### src/rtl/sha256bsh_pkg.sv
package sha256bsh_pkg;

    // Field and storage widths
    localparam int BYTE_W      = 8;
    localparam int WORD_W      = 32;
    localparam int EXTRA_W     = 3;
    localparam int IDX_W       = 3;
    localparam int FILL_W      = 7;
    localparam int LEN_W       = 64;
    localparam int ROUND_W     = 6;
    localparam int HASH_WORDS  = 8;
    localparam int BLOCK_BYTES = 64;
    localparam int BLOCK_W     = BLOCK_BYTES * BYTE_W;
    localparam int LEN_START   = 56;
    localparam int ROUNDS      = 64;

    // Number of digest words sent per message (1 to 8)
    localparam int DIGEST_WORDS = 8;

    // Request function codes
    localparam logic FUNC_ABSORB = 1'b0;
    localparam logic FUNC_FINISH = 1'b1;

    typedef logic [WORD_W-1:0] word_t;

    // Commands from the controller to the datapath
    typedef struct packed {
        logic             absorb;
        logic             finish;
        logic             shift_pad;
        logic             shift_zero;
        logic             shift_len;
        logic             comp_start;
        logic             comp_round;
        logic             fold;
        logic             clear;
        logic [IDX_W-1:0] out_idx;
    } dp_cmd_t;

    // Status from the datapath to the controller
    typedef struct packed {
        logic [FILL_W-1:0] fill;
        logic              ovf;
        logic              round_last;
    } dp_sts_t;

    function automatic word_t init_hash(input logic [IDX_W-1:0] idx);
        word_t val;
        case (idx)
            3'd0:    val = 32'h6A09E667;
            3'd1:    val = 32'hBB67AE85;
            3'd2:    val = 32'h3C6EF372;
            3'd3:    val = 32'hA54FF53A;
            3'd4:    val = 32'h510E527F;
            3'd5:    val = 32'h9B05688C;
            3'd6:    val = 32'h1F83D9AB;
            default: val = 32'h5BE0CD19;
        endcase
        return val;
    endfunction

    function automatic word_t round_k(input logic [ROUND_W-1:0] t);
        word_t val;
        case (t)
            6'd0:  val = 32'h428a2f98;  6'd1:  val = 32'h71374491;
            6'd2:  val = 32'hb5c0fbcf;  6'd3:  val = 32'he9b5dba5;
            6'd4:  val = 32'h3956c25b;  6'd5:  val = 32'h59f111f1;
            6'd6:  val = 32'h923f82a4;  6'd7:  val = 32'hab1c5ed5;
            6'd8:  val = 32'hd807aa98;  6'd9:  val = 32'h12835b01;
            6'd10: val = 32'h243185be;  6'd11: val = 32'h550c7dc3;
            6'd12: val = 32'h72be5d74;  6'd13: val = 32'h80deb1fe;
            6'd14: val = 32'h9bdc06a7;  6'd15: val = 32'hc19bf174;
            6'd16: val = 32'he49b69c1;  6'd17: val = 32'hefbe4786;
            6'd18: val = 32'h0fc19dc6;  6'd19: val = 32'h240ca1cc;
            6'd20: val = 32'h2de92c6f;  6'd21: val = 32'h4a7484aa;
            6'd22: val = 32'h5cb0a9dc;  6'd23: val = 32'h76f988da;
            6'd24: val = 32'h983e5152;  6'd25: val = 32'ha831c66d;
            6'd26: val = 32'hb00327c8;  6'd27: val = 32'hbf597fc7;
            6'd28: val = 32'hc6e00bf3;  6'd29: val = 32'hd5a79147;
            6'd30: val = 32'h06ca6351;  6'd31: val = 32'h14292967;
            6'd32: val = 32'h27b70a85;  6'd33: val = 32'h2e1b2138;
            6'd34: val = 32'h4d2c6dfc;  6'd35: val = 32'h53380d13;
            6'd36: val = 32'h650a7354;  6'd37: val = 32'h766a0abb;
            6'd38: val = 32'h81c2c92e;  6'd39: val = 32'h92722c85;
            6'd40: val = 32'ha2bfe8a1;  6'd41: val = 32'ha81a664b;
            6'd42: val = 32'hc24b8b70;  6'd43: val = 32'hc76c51a3;
            6'd44: val = 32'hd192e819;  6'd45: val = 32'hd6990624;
            6'd46: val = 32'hf40e3585;  6'd47: val = 32'h106aa070;
            6'd48: val = 32'h19a4c116;  6'd49: val = 32'h1e376c08;
            6'd50: val = 32'h2748774c;  6'd51: val = 32'h34b0bcb5;
            6'd52: val = 32'h391c0cb3;  6'd53: val = 32'h4ed8aa4a;
            6'd54: val = 32'h5b9cca4f;  6'd55: val = 32'h682e6ff3;
            6'd56: val = 32'h748f82ee;  6'd57: val = 32'h78a5636f;
            6'd58: val = 32'h84c87814;  6'd59: val = 32'h8cc70208;
            6'd60: val = 32'h90befffa;  6'd61: val = 32'ha4506ceb;
            6'd62: val = 32'hbef9a3f7;  default: val = 32'hc67178f2;
        endcase
        return val;
    endfunction

    function automatic word_t big_sigma0(input word_t x);
        return {x[1:0], x[31:2]} ^ {x[12:0], x[31:13]} ^ {x[21:0], x[31:22]};
    endfunction

    function automatic word_t big_sigma1(input word_t x);
        return {x[5:0], x[31:6]} ^ {x[10:0], x[31:11]} ^ {x[24:0], x[31:25]};
    endfunction

    function automatic word_t small_sigma0(input word_t x);
        return {x[6:0], x[31:7]} ^ {x[17:0], x[31:18]} ^ {3'b000, x[31:3]};
    endfunction

    function automatic word_t small_sigma1(input word_t x);
        return {x[16:0], x[31:17]} ^ {x[18:0], x[31:19]} ^ {10'b0, x[31:10]};
    endfunction

endpackage

### src/rtl/sha256bsh_datapath.sv
module sha256bsh_datapath
    import sha256bsh_pkg::*;
(
    input  logic               clk,
    input  logic               rst_n,
    input  dp_cmd_t            cmd,
    input  logic [BYTE_W-1:0]  data_byte,
    input  logic [EXTRA_W-1:0] extra_bits,
    output dp_sts_t            sts,
    output word_t              digest_word
);

    word_t              hash_reg [HASH_WORDS];
    word_t              v_reg    [HASH_WORDS];
    logic [BLOCK_W-1:0] blk_reg;
    logic [LEN_W-1:0]   len_reg;
    logic [FILL_W-1:0]  fill_reg;
    logic               ovf_reg;
    logic [ROUND_W-1:0] round_reg;
    logic [BYTE_W-1:0]  pad_reg;

    logic [LEN_W:0]     sum8;
    logic [LEN_W:0]     sumx;
    logic [FILL_W-1:0]  fill_inc;
    logic               byte_en;
    logic [BYTE_W-1:0]  byte_in;
    logic [5:0]         len_lsb;
    logic [BYTE_W-1:0]  pad_next;
    word_t              w_cur;
    word_t              w_new;
    word_t              t1;
    word_t              t2;

    // Length adders with carry out for overflow detection
    assign sum8     = {1'b0, len_reg} + (LEN_W + 1)'(BYTE_W);
    assign sumx     = {1'b0, len_reg} + {{(LEN_W + 1 - EXTRA_W){1'b0}}, extra_bits};
    assign fill_inc = {1'b0, fill_reg[5:0]} + 7'd1;

    // Pad byte: kept trailing bits, then the mark bit
    assign pad_next = (data_byte & 8'(16'hFF00 >> extra_bits)) | (8'h80 >> extra_bits);

    // Pick the byte that enters the block buffer
    assign len_lsb = {~fill_reg[2:0], 3'b000};
    always_comb
    begin
        byte_in = data_byte;
        if (cmd.shift_pad)
        begin
            byte_in = pad_reg;
        end
        else if (cmd.shift_zero)
        begin
            byte_in = '0;
        end
        else if (cmd.shift_len)
        begin
            byte_in = len_reg[len_lsb +: BYTE_W];
        end
    end

    assign byte_en = (cmd.absorb && !ovf_reg && !sum8[LEN_W])
                   || cmd.shift_pad || cmd.shift_zero || cmd.shift_len;

    // Message schedule taps on the block shift line
    assign w_cur = blk_reg[BLOCK_W-1 -: WORD_W];
    assign w_new = small_sigma1(blk_reg[BLOCK_W-1-14*WORD_W -: WORD_W])
                 + blk_reg[BLOCK_W-1-9*WORD_W -: WORD_W]
                 + small_sigma0(blk_reg[BLOCK_W-1-WORD_W -: WORD_W])
                 + w_cur;

    // One compression round
    assign t1 = v_reg[7] + big_sigma1(v_reg[4])
              + ((v_reg[4] & v_reg[5]) ^ (~v_reg[4] & v_reg[6]))
              + round_k(round_reg) + w_cur;
    assign t2 = big_sigma0(v_reg[0])
              + ((v_reg[0] & v_reg[1]) ^ (v_reg[0] & v_reg[2]) ^ (v_reg[1] & v_reg[2]));

    // Control state: hash, length, fill, overflow, round
    always_ff @(posedge clk or negedge rst_n)
    begin
        if (!rst_n)
        begin
            for (int i = 0; i < HASH_WORDS; i++)
            begin
                hash_reg[i] <= init_hash(IDX_W'(i));
            end
            len_reg   <= '0;
            fill_reg  <= '0;
            ovf_reg   <= 1'b0;
            round_reg <= '0;
        end
        else if (cmd.clear)
        begin
            for (int i = 0; i < HASH_WORDS; i++)
            begin
                hash_reg[i] <= init_hash(IDX_W'(i));
            end
            len_reg  <= '0;
            fill_reg <= '0;
            ovf_reg  <= 1'b0;
        end
        else
        begin
            if (cmd.absorb && !ovf_reg)
            begin
                if (sum8[LEN_W])
                begin
                    ovf_reg <= 1'b1;
                end
                else
                begin
                    len_reg <= sum8[LEN_W-1:0];
                end
            end
            if (cmd.finish && !ovf_reg)
            begin
                if (sumx[LEN_W])
                begin
                    ovf_reg <= 1'b1;
                end
                else
                begin
                    len_reg <= sumx[LEN_W-1:0];
                end
            end
            if (byte_en)
            begin
                fill_reg <= fill_inc;
            end
            if (cmd.fold)
            begin
                fill_reg <= '0;
                for (int i = 0; i < HASH_WORDS; i++)
                begin
                    hash_reg[i] <= hash_reg[i] + v_reg[i];
                end
            end
            if (cmd.comp_start)
            begin
                round_reg <= '0;
            end
            else if (cmd.comp_round)
            begin
                round_reg <= round_reg + 6'd1;
            end
        end
    end

    // Payload: block shift line, working variables, pad byte
    always_ff @(posedge clk)
    begin
        if (byte_en)
        begin
            blk_reg <= {blk_reg[BLOCK_W-BYTE_W-1:0], byte_in};
        end
        else if (cmd.comp_round)
        begin
            blk_reg <= {blk_reg[BLOCK_W-WORD_W-1:0], w_new};
        end
        if (cmd.finish)
        begin
            pad_reg <= pad_next;
        end
        if (cmd.comp_start)
        begin
            for (int i = 0; i < HASH_WORDS; i++)
            begin
                v_reg[i] <= hash_reg[i];
            end
        end
        else if (cmd.comp_round)
        begin
            v_reg[7] <= v_reg[6];
            v_reg[6] <= v_reg[5];
            v_reg[5] <= v_reg[4];
            v_reg[4] <= v_reg[3] + t1;
            v_reg[3] <= v_reg[2];
            v_reg[2] <= v_reg[1];
            v_reg[1] <= v_reg[0];
            v_reg[0] <= t1 + t2;
        end
    end

    assign sts.fill       = fill_reg;
    assign sts.ovf        = ovf_reg;
    assign sts.round_last = (round_reg == ROUND_W'(ROUNDS - 1));

    // Digest word is forced to zero after a length overflow
    assign digest_word = ovf_reg ? '0 : hash_reg[cmd.out_idx];

endmodule

### config.mk
export PLATFORM = sky130hd
export DESIGN_NAME = sha256bsh_datapath
export DESIGN_NICKNAME = d
export VERILOG_FILES = /design/src/rtl/sha256bsh_pkg.sv /design/src/rtl/sha256bsh_datapath.sv
export SDC_FILE = /design/constraint.sdc
export NUM_CORES = 2
export LEC_CHECK = 0
export ABC_AREA = 1
export BUFFER_PORTS_ARGS = -buffer_cell sky130_fd_sc_hd__buf_2
export CAP_MARGIN = 20
export CORE_MARGIN = 2
export CORE_UTILIZATION = 50
export DETAILED_ROUTE_END_ITERATION = 7
export PLACE_DENSITY = 0.69
export SETUP_SLACK_MARGIN = 0.4
export SLEW_MARGIN = 20
export SYNTH_ARGS = -nofsm -noshare
export SYNTH_HDL_FRONTEND = slang
export SYNTH_SLANG_ARGS = --single-unit
### constraint.sdc
create_clock -name clk -period 16.05 [get_ports clk]
set_input_delay 3.21 -clock clk [delete_from_list [all_inputs] [get_ports clk]]
set_output_delay 3.21 -clock clk [all_outputs]
set_load 0.03 [all_outputs]
==> results.toml <==
[cts]
cts_buffers = 132
cts_tree = "done"
cts_sinks = 1110
postCtsSetupBuffers = 0
clkTransAtPathRegs_ns = 0.06
holdBufCountCts = 0
cts.repair.resized = 0
root_buffer = "clkbuf_16"
htreeDepth = 4
max-clock-path-buffers = 3
insertion_delay_ns = 0.82

[yosys]
syn_inst = 10700
synthArstFlopShare = 0.301
synth-edff-count = 776
avgSynthCellArea_sq_um = 7.76
synth-main-ff-cell = "edfxtp_1"
synth-seq-cells = 1110
yosysSeqAreaShare = 0.383
synth_nets = 11300
ys.warnings.count = 0
ys_types = 68
syn_area_sq_um = 83000

[outcome]
violations = "design-rule violations"
status = "finished with violations"

[routing]
via_count = 78100
final_antenna_net_count = 0
drt-total-wl_um = 345000
drt-wirelength-per-cell_um = 26.9
via_per_inst = 6.10
drc_errors = 2
drt_first_pass_iters = 8
drtIter0Drc = 11100

[sta]
setup_viol = 0
hold_viol_final = 0
drv_slew = 0
rsz0062_at_grt = "false"
tightest_slew_ns = 1.29
fmax_mhz = 110
finalSetupTns_ns = 0
period_minus_slack_ns = 9.12
finClkSkew_ns = 0.0502
finalCritPeriodShare = 0.568
relSlewSlack = 0.139

[worst_setup_path]
required_ns = 12.84
crit_type = "in -> out"
critPathLaunchType = "primary input"
ff2ff_setup_slack_ns = 7.16
crit_fanout = 79
cp-end-kind = "output port"
reg2regPathDepth = 29
worstPathArrival_ns = 5.91

[grt]
grt_antenna_before_repair = 37
grt_usage = 0.400
grt_max_degree = 247
grt_pass1_wl_um = 495000
grt_pass1_vias = 72300
grt_overflow_total = 0

[floorplanning]
die_height_um = 411
io_pins = 66
rows = 149
coreArea_sq_um = 165000
die_area_sq_um = 169000
start_util = 0.503
die_width_um = 411

[cells_and_area]
fillers = 15600
synthToLayoutAreaGrowth_pct = 7.27
nets = 11100
largest_reg_flops = 512
final_cell_mix = "nand2_1 (2,846), inv_1 (1,288), o21ai_0 (996)"
drive_gt1_frac = 0.0516
final_common_cell = "nand2_1"

[place]
portBuffers = 65
hpwl_um = 266000
gp_congestion = 1.11

[worst_hold_path]
hp-class = "reg -> reg"
hold_path_depth = 2

[run]
cap_violations = 0
==> Yosys cell counts (15+ instances only) <==
library cell / instances / area, sq um
buf_1: 31 / 116
nor2_1: 712 / 2670
nand4_1: 102 / 638
buf_2: 78 / 390
nor3_1: 116 / 581
nor4_1: 26 / 163
fa_1: 196 / 3920
a21oi_1: 733 / 3670
edfxtp_1: 776 / 23300
o21ai_1: 179 / 896
maj3_1: 28 / 280
buf_6: 33 / 372
o21ai_0: 997 / 4990
o221ai_1: 26 / 228
o31ai_1: 15 / 113
nand2_1: 2848 / 10700
a31oi_1: 73 / 457
nand3_1: 412 / 2060
xor2_1: 289 / 2530
inv_1: 1290 / 4840
o21a_1: 35 / 263
dfrtp_1: 198 / 4950
nand3b_1: 15 / 113
or2_2: 32 / 200
buf_4: 18 / 135
o211ai_1: 23 / 173
o22ai_1: 135 / 845
a21boi_0: 24 / 180
dfstp_2: 136 / 3570
ha_1: 395 / 4940
clkbuf_1: 294 / 1100
a21o_1: 48 / 360
o21bai_1: 43 / 323
xnor2_1: 210 / 1840
==> final timing paths <==
| path | startpoint | endpoint |
|---|---|---|
| setup / recovery | cmd[1] | digest_word[22] |
| min in group asynchronous | rst_n | round_reg[0] |
| max in group asynchronous | rst_n | hash_reg[148] |
| hold / removal | hash_reg[96] | hash_reg[96] |
| setup reg to reg | round_reg[1] | v_reg[0][25] |
| hold reg to reg | hash_reg[96] | hash_reg[96] |
==> through the flow <==
step / instance area (sq um) / std cells / utilization / hold WS, ns / setup slack [ns]
global route: 89000 / 12800 / 0.540 / 0.537 / 6.62
finish: 89000 / 12800 / 0.540 / 0.504 / 6.93
detailed placement: 84600 / 12600 / 0.513 / 0.493 / 6.97
CTS: 89000 / 12800 / 0.540 / 0.501 / 6.95
floorplan: 83000 / 10700 / - / 0.465 / 5.10
global placement: 84600 / 12600 / 0.513 / 0.481 / 7.01
==> final cells by class <==
type	instances	area, sq um	share of cell area
tap	2189	2740	0.0308
antenna	12	30.0	0.000337
clock buffer	161	3550	0.0398
clock inverter	81	888	0.00998
timing repair buffer	125	876	0.00984
multi-input combinational	7827	44200	0.496
inverter	1306	4930	0.0554
sequential	1110	31800	0.357
==> metal layers <==
metal / up-vias / share of wire / track usage
met1: 37100 / 0.39 / 0.528
met5: - / 0.00062 / 0
met2: 4667 / 0.42 / 0.584
li1: 35200 / - / -
met3: 1064 / 0.12 / 0.105
met4: 36 / 0.077 / 0.255
==> critical path, cell delays in order <==
cell	delay [ns]
buf_2	0.07
buf_4	0.63
inv_2	0.61
a21oi_1	0.27
o21ai_0	0.12
a311oi_1	0.62
buf_2	0.32
==> cell families after synthesis <==
group,share of synthesized area
AO/OA/AOI/OAI,0.158
flip-flops,0.383
adder cells (fa/ha/maj),0.110
buffers and inverters,0.0848
XOR/XNOR,0.0526
AND/OR/NAND/NOR,0.210
multiplexers,0.000603
Power is left out: the tool's default activity adds up to more than one toggle a clock period on the data nets, which glitch-free logic cannot reach.
