**src/rtl/sha256bsh_pkg.sv**
```systemverilog
package sha256bsh_pkg;

    // Field and storage widths
    localparam int BYTE_W      = 8;
    localparam int WORD_W      = 32;
    localparam int EXTRA_W     = 3;
    localparam int IDX_W       = 3;
    localparam int FILL_W      = 7;
    localparam int LEN_W       = 64;
    localparam int ROUND_W     = 6;
    localparam int HASH_WORDS  = 8;
    localparam int BLOCK_BYTES = 64;
    localparam int BLOCK_W     = BLOCK_BYTES * BYTE_W;
    localparam int LEN_START   = 56;
    localparam int ROUNDS      = 64;

    // Number of digest words sent per message (1 to 8)
    localparam int DIGEST_WORDS = 8;

    // Request function codes
    localparam logic FUNC_ABSORB = 1'b0;
    localparam logic FUNC_FINISH = 1'b1;

    typedef logic [WORD_W-1:0] word_t;

    // Commands from the controller to the datapath
    typedef struct packed {
        logic             absorb;
        logic             finish;
        logic             shift_pad;
        logic             shift_zero;
        logic             shift_len;
        logic             comp_start;
        logic             comp_round;
        logic             fold;
        logic             clear;
        logic [IDX_W-1:0] out_idx;
    } dp_cmd_t;

    // Status from the datapath to the controller
    typedef struct packed {
        logic [FILL_W-1:0] fill;
        logic              ovf;
        logic              round_last;
    } dp_sts_t;

    function automatic word_t init_hash(input logic [IDX_W-1:0] idx);
        word_t val;
        case (idx)
            3'd0:    val = 32'h6A09E667;
            3'd1:    val = 32'hBB67AE85;
            3'd2:    val = 32'h3C6EF372;
            3'd3:    val = 32'hA54FF53A;
            3'd4:    val = 32'h510E527F;
            3'd5:    val = 32'h9B05688C;
            3'd6:    val = 32'h1F83D9AB;
            default: val = 32'h5BE0CD19;
        endcase
        return val;
    endfunction

    function automatic word_t round_k(input logic [ROUND_W-1:0] t);
        word_t val;
        case (t)
            6'd0:  val = 32'h428a2f98;  6'd1:  val = 32'h71374491;
            6'd2:  val = 32'hb5c0fbcf;  6'd3:  val = 32'he9b5dba5;
            6'd4:  val = 32'h3956c25b;  6'd5:  val = 32'h59f111f1;
            6'd6:  val = 32'h923f82a4;  6'd7:  val = 32'hab1c5ed5;
            6'd8:  val = 32'hd807aa98;  6'd9:  val = 32'h12835b01;
            6'd10: val = 32'h243185be;  6'd11: val = 32'h550c7dc3;
            6'd12: val = 32'h72be5d74;  6'd13: val = 32'h80deb1fe;
            6'd14: val = 32'h9bdc06a7;  6'd15: val = 32'hc19bf174;
            6'd16: val = 32'he49b69c1;  6'd17: val = 32'hefbe4786;
            6'd18: val = 32'h0fc19dc6;  6'd19: val = 32'h240ca1cc;
            6'd20: val = 32'h2de92c6f;  6'd21: val = 32'h4a7484aa;
            6'd22: val = 32'h5cb0a9dc;  6'd23: val = 32'h76f988da;
            6'd24: val = 32'h983e5152;  6'd25: val = 32'ha831c66d;
            6'd26: val = 32'hb00327c8;  6'd27: val = 32'hbf597fc7;
            6'd28: val = 32'hc6e00bf3;  6'd29: val = 32'hd5a79147;
            6'd30: val = 32'h06ca6351;  6'd31: val = 32'h14292967;
            6'd32: val = 32'h27b70a85;  6'd33: val = 32'h2e1b2138;
            6'd34: val = 32'h4d2c6dfc;  6'd35: val = 32'h53380d13;
            6'd36: val = 32'h650a7354;  6'd37: val = 32'h766a0abb;
            6'd38: val = 32'h81c2c92e;  6'd39: val = 32'h92722c85;
            6'd40: val = 32'ha2bfe8a1;  6'd41: val = 32'ha81a664b;
            6'd42: val = 32'hc24b8b70;  6'd43: val = 32'hc76c51a3;
            6'd44: val = 32'hd192e819;  6'd45: val = 32'hd6990624;
            6'd46: val = 32'hf40e3585;  6'd47: val = 32'h106aa070;
            6'd48: val = 32'h19a4c116;  6'd49: val = 32'h1e376c08;
            6'd50: val = 32'h2748774c;  6'd51: val = 32'h34b0bcb5;
            6'd52: val = 32'h391c0cb3;  6'd53: val = 32'h4ed8aa4a;
            6'd54: val = 32'h5b9cca4f;  6'd55: val = 32'h682e6ff3;
            6'd56: val = 32'h748f82ee;  6'd57: val = 32'h78a5636f;
            6'd58: val = 32'h84c87814;  6'd59: val = 32'h8cc70208;
            6'd60: val = 32'h90befffa;  6'd61: val = 32'ha4506ceb;
            6'd62: val = 32'hbef9a3f7;  default: val = 32'hc67178f2;
        endcase
        return val;
    endfunction

    function automatic word_t big_sigma0(input word_t x);
        return {x[1:0], x[31:2]} ^ {x[12:0], x[31:13]} ^ {x[21:0], x[31:22]};
    endfunction

    function automatic word_t big_sigma1(input word_t x);
        return {x[5:0], x[31:6]} ^ {x[10:0], x[31:11]} ^ {x[24:0], x[31:25]};
    endfunction

    function automatic word_t small_sigma0(input word_t x);
        return {x[6:0], x[31:7]} ^ {x[17:0], x[31:18]} ^ {3'b000, x[31:3]};
    endfunction

    function automatic word_t small_sigma1(input word_t x);
        return {x[16:0], x[31:17]} ^ {x[18:0], x[31:19]} ^ {10'b0, x[31:10]};
    endfunction

endpackage

```
**src/rtl/sha256bsh_ctrl.sv**
```systemverilog
module sha256bsh_ctrl
    import sha256bsh_pkg::*;
(
    input  logic             clk,
    input  logic             rst_n,
    input  logic             in_valid,
    input  logic             in_func,
    output logic             in_ready,
    output logic             out_valid,
    input  logic             out_ready,
    output logic [IDX_W-1:0] word_index,
    output logic             last,
    output dp_cmd_t          cmd,
    input  dp_sts_t          sts
);

    typedef enum logic [3:0] {
        S_IDLE,
        S_ABS_CHK,
        S_FIN_CHK,
        S_ZERO,
        S_LEN,
        S_COMP,
        S_FOLD,
        S_OUT
    } state_t;

    state_t           state_reg;
    state_t           state_next;
    state_t           ret_reg;
    state_t           ret_next;
    logic [IDX_W-1:0] idx_reg;
    logic [IDX_W-1:0] idx_next;

    assign word_index = idx_reg;
    assign last       = (idx_reg == IDX_W'(DIGEST_WORDS - 1));

    // Sequence absorb, padding, compression and digest output
    always_comb
    begin
        cmd         = '0;
        cmd.out_idx = idx_reg;
        in_ready    = 1'b0;
        out_valid   = 1'b0;
        state_next  = state_reg;
        ret_next    = ret_reg;
        idx_next    = idx_reg;
        unique case (state_reg)
            S_IDLE:
            begin
                in_ready = 1'b1;
                if (in_valid)
                begin
                    if (in_func == FUNC_ABSORB)
                    begin
                        cmd.absorb = 1'b1;
                        state_next = S_ABS_CHK;
                    end
                    else
                    begin
                        cmd.finish = 1'b1;
                        state_next = S_FIN_CHK;
                    end
                end
            end
            S_ABS_CHK:
            begin
                if (sts.fill == FILL_W'(BLOCK_BYTES))
                begin
                    cmd.comp_start = 1'b1;
                    ret_next       = S_IDLE;
                    state_next     = S_COMP;
                end
                else
                begin
                    state_next = S_IDLE;
                end
            end
            S_FIN_CHK:
            begin
                idx_next = '0;
                if (sts.ovf)
                begin
                    state_next = S_OUT;
                end
                else
                begin
                    cmd.shift_pad = 1'b1;
                    state_next    = S_ZERO;
                end
            end
            S_ZERO:
            begin
                if (sts.fill == FILL_W'(LEN_START))
                begin
                    state_next = S_LEN;
                end
                else if (sts.fill == FILL_W'(BLOCK_BYTES))
                begin
                    cmd.comp_start = 1'b1;
                    ret_next       = S_ZERO;
                    state_next     = S_COMP;
                end
                else
                begin
                    cmd.shift_zero = 1'b1;
                end
            end
            S_LEN:
            begin
                if (sts.fill == FILL_W'(BLOCK_BYTES))
                begin
                    cmd.comp_start = 1'b1;
                    ret_next       = S_OUT;
                    state_next     = S_COMP;
                end
                else
                begin
                    cmd.shift_len = 1'b1;
                end
            end
            S_COMP:
            begin
                cmd.comp_round = 1'b1;
                if (sts.round_last)
                begin
                    state_next = S_FOLD;
                end
            end
            S_FOLD:
            begin
                cmd.fold   = 1'b1;
                idx_next   = '0;
                state_next = ret_reg;
            end
            S_OUT:
            begin
                out_valid = 1'b1;
                if (out_ready)
                begin
                    if (last)
                    begin
                        cmd.clear  = 1'b1;
                        idx_next   = '0;
                        state_next = S_IDLE;
                    end
                    else
                    begin
                        idx_next = idx_reg + 3'd1;
                    end
                end
            end
            default:
            begin
                state_next = S_IDLE;
            end
        endcase
    end

    // Hold state, return point and word index
    always_ff @(posedge clk or negedge rst_n)
    begin
        if (!rst_n)
        begin
            state_reg <= S_IDLE;
            ret_reg   <= S_IDLE;
            idx_reg   <= '0;
        end
        else
        begin
            state_reg <= state_next;
            ret_reg   <= ret_next;
            idx_reg   <= idx_next;
        end
    end

endmodule

```
**config.mk**
```make
export PLATFORM = sky130hd
export DESIGN_NAME = sha256bsh_ctrl
export DESIGN_NICKNAME = d
export VERILOG_FILES = /design/src/rtl/sha256bsh_pkg.sv /design/src/rtl/sha256bsh_ctrl.sv
export SDC_FILE = /design/constraint.sdc
export NUM_CORES = 1
export LEC_CHECK = 0
export BUFFER_PORTS_ARGS = -buffer_cell sky130_fd_sc_hd__buf_4
export CAP_MARGIN = 20
export CELL_PAD_IN_SITES_DETAIL_PLACEMENT = 1
export CELL_PAD_IN_SITES_GLOBAL_PLACEMENT = 1
export CORE_MARGIN = 3
export CORE_UTILIZATION = 31
export CTS_CLUSTER_DIAMETER = 200
export DETAILED_ROUTE_END_ITERATION = 12
export PLACE_DENSITY = 0.8
export REMOVE_ABC_BUFFERS = 1
export SLEW_MARGIN = 20
export SYNTH_ARGS = -nofsm -noshare
export SYNTH_HDL_FRONTEND = slang
export SYNTH_SLANG_ARGS = --single-unit
```
**constraint.sdc**
```tcl
create_clock -name clk -period 1.66 [get_ports clk]
set_input_delay 0.249 -clock clk [delete_from_list [all_inputs] [get_ports clk]]
set_output_delay 0.249 -clock clk [all_outputs]
set_load 0.02 [all_outputs]
```
==> results of run 1 <==
-- cells by family after synthesis --
group,count (synthesis),synth area share [%]
AOI/OAI and AO/OA,25,21.9
adders and majority gates,2,3.59
buffers and inverters,15,10.2
DFF,9,32.3
other,1,0.538
and+or+nand+nor,41,31.4
-- through the flow --
stage | cells | area, um2 | worst slack [ns] | setup TNS (ns)
after CTS | 163 | 1140 | -0.0724 | -0.249
after detailed placement | 154 | 1000 | -0.0950 | -0.333
after floorplan | 84 | 648 | -0.381 | -1.14
after global placement | 154 | 1000 | -0.0711 | -0.171
final | 169 | 1260 | -0.0984 | -0.354
after global routing | 169 | 1260 | -0.195 | -0.863
-- layer usage --
| metal | routed length (um) | up-vias | share of wire (%) | track usage [%] |
|---|---|---|---|---|
| li1 | - | 432 | - | - |
| met5 | 0 | - | 0 | 0 |
| met3 | 187 | 2 | 6.1 | 6.48 |
| met1 | 1240 | 453 | 40 | 21.1 |
| met4 | 10 | 0 | 0.32 | 3.40 |
| met2 | 1640 | 29 | 53 | 33.9 |
-- Yosys cell counts, drive strengths merged, types with 2 or more instances --
master and instances:
a211oi 2, a21oi 7, buf 6, clkbuf 3
dfrtp 9, ha 2, inv 6, nand2 9
nand2b 2, nand3 6, nor2 7, nor3 2
nor4 5, o211ai 2, o21ai 10, or2 2
or3 3
-- worst min-delay path by stage --
stage	to	slack, ns	cells after the start
global placement	state_reg[3]$_DFFE_PN0P_	0.08	1
floorplan	ret_reg[1]$_DFFE_PN0P_	-0.05	0
finish	state_reg[0]$_DFFE_PN0P_	0.32	2
global route	ret_reg[1]$_DFFE_PN0P_	0.33	2
CTS	state_reg[3]$_DFFE_PN0P_	0.33	2
detailed placement	state_reg[3]$_DFFE_PN0P_	0.08	1
-- what timing repair did --
item | 4_1_cts | 5_1_grt
pin swaps | 2 | 2
resized for setup | 20 | 13
buffers inserted | 4 | 6
hold buffers | 1 | 0
setup endpoints to repair | 9 | 11
endpoints found under the hold margin | 9 | 0
-- report_power, final --
group          switching (mW)  internal [mW]  total (mW)  leakage [nW]
clock network          0.0942         0.0932       0.187        0.0150
logic                  0.0654         0.0741       0.139         0.404
registers             0.00770          0.224       0.232         0.117
-- layout make-up --
cell class | instances | share of cell area (%)
clock buffers | 4 | 2.09
inverters | 6 | 1.79
multi-input cells | 69 | 40.0
flip-flops and latches | 9 | 18.3
well taps | 27 | 2.69
repair buffers | 54 | 35.1
==> key figures, run 1 <==
Outcome
  – Outcome: complete, but fails checks
  – Violated checks: setup timing

STA
  – Max-slew violation count: 0
  – RSZ-0062 raised after global routing: true
  – Post-layout min period: 1.76 ns
  – Fin crit share: 106%
  – Final hold vios: 0
  – Hold_ws: 0.322 ns
  – Clock Skews: 0.0108 ns
  – Final WS setup: -0.0984 ns
  – Final setup viols: 6
  – Max Clk Rate: 569 MHz

Critical path
  – CP bufs+invs: 2
  – Crit path to: cmd[11]
  – RR Startpoint: state_reg[1]$_DFFE_PN0P_
  – Worst Path Required: 1.41 ns
  – Crit path DAT: 1.51 ns
  – CP max FO: 4
  – CP top delay family: simple AND/OR/NAND/NOR gates
  – CP Cell Sequence: buf_12, nor4_4, nand2_1, nor2_1, buf_4
  – Setup crit start kind: flop
  – Slowest stage cell on the critical path: dfrtp_2
  – Worst r2r dst: state_reg[0]$_DFFE_PN0P_
  – Reg2reg path depth: 6
  – R2R Setup Slk: about 0.090 ns
  – Critical path class: flop to output port
  – Critical path origin: state_reg[1]$_DFFE_PN0P_
  – CP peak stage delay: approximately 0.44 ns
  – Critical Path End Type: output port
  – Worst path depth: 5

Floorplanning
  – Initial Util: between 30% and 40%
  – Ports: 32
  – Die X: roughly 53 um
  – Die area: 2850 um2
  – Num rows: 16
  – Total core area: 2040 um2
  – Die Ht: 53.4 um

Clock network
  – CTS Buffer Depth: 2
  – Clk root buf: clkbuf_4
  – TritonCTS clock tree: yes
  – Clk slew on worst S/H paths: 0.08 ns
  – H-tree depth: 1
  – Clk sinks: 9
  – Worst skew pair latency: 0.28 ns
  – CTS Buf Count: 3

Routing
  – Per-cell routed wire length: about 18 um
  – Detailed Route Iter0 Violations: 9
  – # DRC: 0
  – Antenna Nets Post-Route: 0
  – WL final: 3090 um
  – Routed vias: 916
  – DRT Pass-1 Iters: 4
  – Vias/cell: 5.42

Synthesis
  – Synth Cell Area: 697 um2
  – Synthesized area per cell: 7.49 um2
  – Seq/Total Area, Yosys: 32.3%
  – Yosys top cell area share: 32.3%
  – Largest area contributor in the netlist: dfrtp_1
  – Gate Count Post-Synth: 93
  – Synth Register Bits: 9
  – Netlist cell types: 30
  – Synth Flop Type: dfrtp_1
  – Ys Warns: 0
  – Ranking of synthesized cells by area: dfrtp_1 32%, o21ai_0 5.7%, a21oi_1 5.0%
  – Post-synth EDFFs: 0
  – Ys async rst share: 100%

GRT
  – Gr usage total: 18.8%
  – Global-route wire length before repair: 3870 um
  – Largest net degree at the start of global routing: 11
  – Remaining Overflow, GRT: 0
  – Initial antenna violation count: 0
  – Vias in the first global route: 900

Pwr
  – PD cells: between 400 and 500 nW/um2
  – Total chip power: 0.559 mW
  – Leakage power: 0.536 nW
  – IR drop worst, VDD: 0.560 mV

Finish
  – Leading cell types in the layout, fill and taps excluded: 45 x buf_4, 8 x nand2_1, 7 x o21ai_0
  – Register area: 230 um2
  – Fillcell total: around 250
  – Leading cell type in the layout, fill and taps excluded: buf_4
  – Fin util: 61.5%
  – Largest register FFs: 4
  – Synth-to-Final Area Change: 80.3%
  – Proportion of layout cells with a drive suffix above 1: a little under three fifths
  – Layout net count: 159
  – Area of the multi-input gates: 503 um2
  – Antenna Cells: 0

Place
  – HPWL after DPL: about 1900 um
  – IO Port Bufs: 31
  – Routability Congestion: ~0.83

Min path
  – Min-delay worst type: primary input to async pin

Flow run
  – Max-Cap Viols: 0
(Power assumes the default switching activity.)
==> inputs of run 2 (changes only) <==
- ABC_AREA: not set -> 1
- CORE_UTILIZATION: 31 -> 32
- PLACE_DENSITY: 0.8 -> 0.81
==> run 2 against run 1 <==
Against the previous run: the run still ends with setup timing left; first-iteration DRC count increased to 3.8 times the previous value; flip-flop and latch count stayed put; critical path depth unchanged; register-to-register slack worse by 0.05 ns; worst hold slack gained 0.0041 ns; sequential power up 40%; clock power fell by 11%; utilization shrank 5.9 points; critical endpoint is now cmd[6].
==> key figures, run 2 <==
Critical path
  – Crit path DAT: 1.48 ns (was 1.51 ns)
  – Reg2reg path depth: 7 (was 6)
  – Setup crit start kind: flop (unchanged)
  – Critical Path End Type: output port (unchanged)
  – Critical path class: flop to output port (unchanged)
  – CP max FO: 3 (was 4)
  – Worst Path Required: 1.41 ns (about the same)

STA
  – Final setup viols: 4 (was 6)
  – Final WS setup: -0.0660 ns (was -0.0984 ns)
  – Setup TNS: -0.122 ns (was -0.354 ns)
  – Max Clk Rate: 579 MHz (was 569 MHz)
  – Fin crit share: 104% (was 106%)
  – Clock Skews: 0.0100 ns (was 0.0108 ns)
  – RSZ-0062 raised after global routing: true (unchanged)
  – Hold_ws: 0.326 ns (was 0.322 ns)
  – Post-layout min period: 1.73 ns (was 1.76 ns)
  – Final hold vios: 0 (unchanged)
  – Max-slew violation count: 0 (unchanged)

Synthesis
  – Ys async rst share: 100% (unchanged)
  – Post-synth EDFFs: 0 (unchanged)
  – Yosys top cell area share: 27.5% (was 32.3%)
  – Ys Warns: 0 (unchanged)
  – Synth top cells by count: 33 x nand2_1, 20 x nor2_1, 16 x inv_1 (was 9 x dfrtp_1, 9 x nand2_1, 8 x o21ai_0)
  – Netlist cell types: 23 (was 30)
  – Most common cell in the synthesized netlist: nand2_1
  – Synth Cell Area: 820 um2 (was 697 um2)
  – Ranking of synthesized cells by area: dfrtp_1 27%, nand2_1 15%, nand3_1 9.2% (was dfrtp_1 32%, o21ai_0 5.7%, a21oi_1 5.0%)
  – Seq/Total Area, Yosys: 27.5% (was 32.3%)
  – Synth Flop Type: dfrtp_1 (unchanged)
  – Synth Register Bits: 9 (unchanged)
  – Gate Count Post-Synth: 126 (was 93)
  – Largest area contributor in the netlist: dfrtp_1 (unchanged)
  – Synthesized area per cell: 6.50 um2 (was 7.49 um2)

Floorplanning
  – Num rows: 17 (was 16)
  – Die Ht: 56.6 um (was 53.4 um)
  – Ports: 32 (unchanged)
  – Die X: 56.6 um (was 53.4 um)
  – Die area: 3200 um2 (was 2850 um2)
  – Total core area: 2320 um2 (was 2040 um2)
  – Initial Util: 35.3% (was 34.1%)

Clock network
  – H-tree depth: 1 (unchanged)
  – Clk slew on worst S/H paths: 0.07 ns (was 0.08 ns)
  – CTS Buf Count: 3 (unchanged)
  – CTS Buffer Depth: 2 (unchanged)
  – Clk sinks: 9 (unchanged)
  – Worst skew pair latency: 0.26 ns (was 0.28 ns)
  – TritonCTS clock tree: yes (unchanged)
  – Clk root buf: clkbuf_4 (unchanged)

GRT
  – Gr usage total: 17.4% (was 18.8%)
  – Global-route wire length before repair: 4510 um (was 3870 um)
  – Largest net degree at the start of global routing: 10 (was 11)
  – Initial antenna violation count: 0 (unchanged)
  – Met3 Track Usage GR: 1.84% (was 6.48%)
  – Remaining Overflow, GRT: 0 (unchanged)
  – Grt met1 use: 22.4% (was 21.1%)
  – GRT met2 Usage: 30.5% (was 33.9%)
  – Vias in the first global route: 993 (was 900)
  – Top Usage Layer GRT: met2 (unchanged)

Place
  – Post-DP Area: 1060 um2 (was 1000 um2)
  – Placed cells: 181 (was 154)
  – HPWL after DPL: 2150 um (was 1860 um)
  – Routability Congestion: 0.796 (was 0.826)
  – IO Port Bufs: 31 (unchanged)
  – Setup WS pre-CTS: 0.0799 ns (was -0.0950 ns)

Outcome
  – Outcome: complete, but fails checks (unchanged)
  – Violated checks: setup timing (unchanged)

Finish
  – Final instance area: 1290 um2 (was 1260 um2)
  – Layout net count: 188 (was 159)
  – Fin util: 55.6% (was 61.5%)
  – Leading cell types in the layout, fill and taps excluded: 37 x buf_4, 32 x nand2_1, 17 x nor2_1, 14 x inv_1, 11 x nand3_1 (was 45 x buf_4, 8 x nand2_1, 7 x o21ai_0)
  – Largest register FFs: 4 (unchanged)
  – Proportion of layout cells with a drive suffix above 1: 46.8% (was 57.0%)
  – Leading cell type in the layout, fill and taps excluded: buf_4 (unchanged)
  – Fin cells: 199 (was 169)
  – Synth-to-Final Area Change: 57.3% (was 80.3%)
  – Antenna Cells: 0 (unchanged)

Pwr
  – IR drop worst, VDD: 0.827 mV (was 0.560 mV)
  – PD cells: 827 nW/um2 (was 445 nW/um2)
  – Total chip power: 1.07 mW (was 0.559 mW)
  – Leakage power: 0.750 nW (was 0.536 nW)

Routing
  – WL final: 3260 um (was 3090 um)
  – Routed vias: 1010 (was 916)
  – Vias/cell: 5.08 (was 5.42)
  – Antenna Nets Post-Route: 0 (unchanged)
  – DRT Pass-1 Iters: 4 (unchanged)
  – # DRC: 0 (unchanged)
  – Per-cell routed wire length: 16.4 um (was 18.3 um)
  – Detailed Route Iter0 Violations: 34 (was 9)

Min path
  – Hold-critical path depth: 4
  – Min-delay worst type: primary input to flop (was primary input to async pin)

Flow run
  – Max-Cap Viols: 0 (unchanged)
[run 2: where the power goes]
| group | leakage, nW | total (mW) | internal, mW | switching (mW) |
|---|---|---|---|---|
| Clock | 0.0150 | 0.166 | 0.0924 | 0.0741 |
| Combinational | 0.617 | 0.575 | 0.233 | 0.343 |
| Sequential | 0.117 | 0.324 | 0.253 | 0.0708 |
| Total | 0.750 | 1.07 | 0.579 | 0.487 |
[run 2: path summary, 6_finish.rpt]
check | start | slack, ns | end
max | state_reg[3]$_DFFE_PN0P_ | -0.07 | cmd[6]
min in group asynchronous | rst_n | 0.35 | word_index[2]$_DFFE_PN0P_
max in group asynchronous | rst_n | 1.16 | state_reg[3]$_DFFE_PN0P_
min reg2reg | ret_reg[2]$_DFFE_PN0P_ | 0.48 | ret_reg[2]$_DFFE_PN0P_
min | out_ready | 0.33 | word_index[1]$_DFFE_PN0P_
max reg2reg | word_index[1]$_DFFE_PN0P_ | 0.04 | state_reg[0]$_DFFE_PN0P_
[run 2: kinds of logic (layout without fill, tap and decap cells)]
kind of cell	count (synthesis)	count (layout)	synth area share (%)
AO/OA/AOI/OAI	7	7	6.56
flip-flops	9	9	27.5
buffers and inverters	25	70	13.3
other	1	1	0.458
AND/OR/NAND/NOR	82	82	49.2
adder cells (fa/ha/maj)	2	2	3.05
[run 2: cell type report]
| type | count | area (um2) |
|---|---|---|
| clock buffer | 4 | 26.3 |
| fill | 308 | 1030 |
| inverter | 21 | 81.3 |
| multi-input combinational | 92 | 551 |
| sequential | 9 | 229 |
| tap | 28 | 35.0 |
| timing repair buffer | 45 | 367 |
[run 2: critical path, stage by stage, from the launching register on]
cell     delay (ns)
dfrtp_2        0.44
nor2_4         0.16
buf_6          0.12
nand3_2        0.12
a31oi_4        0.24
buf_6          0.14
[run 2: timing repair]
action,CTS,global route
hold buffers,1,0
hold endpoints to repair,9,0
pin swaps,4,7
setup buffers,9,4
gates resized for setup,7,20
endpoints found under the setup margin,3,9
[run 2: routing by layer]
layer,vias to the layer above,routed length (um)
met5,-,0
met4,0,28
met3,2,164
met2,37,1750
met1,495,1320
li1,476,-
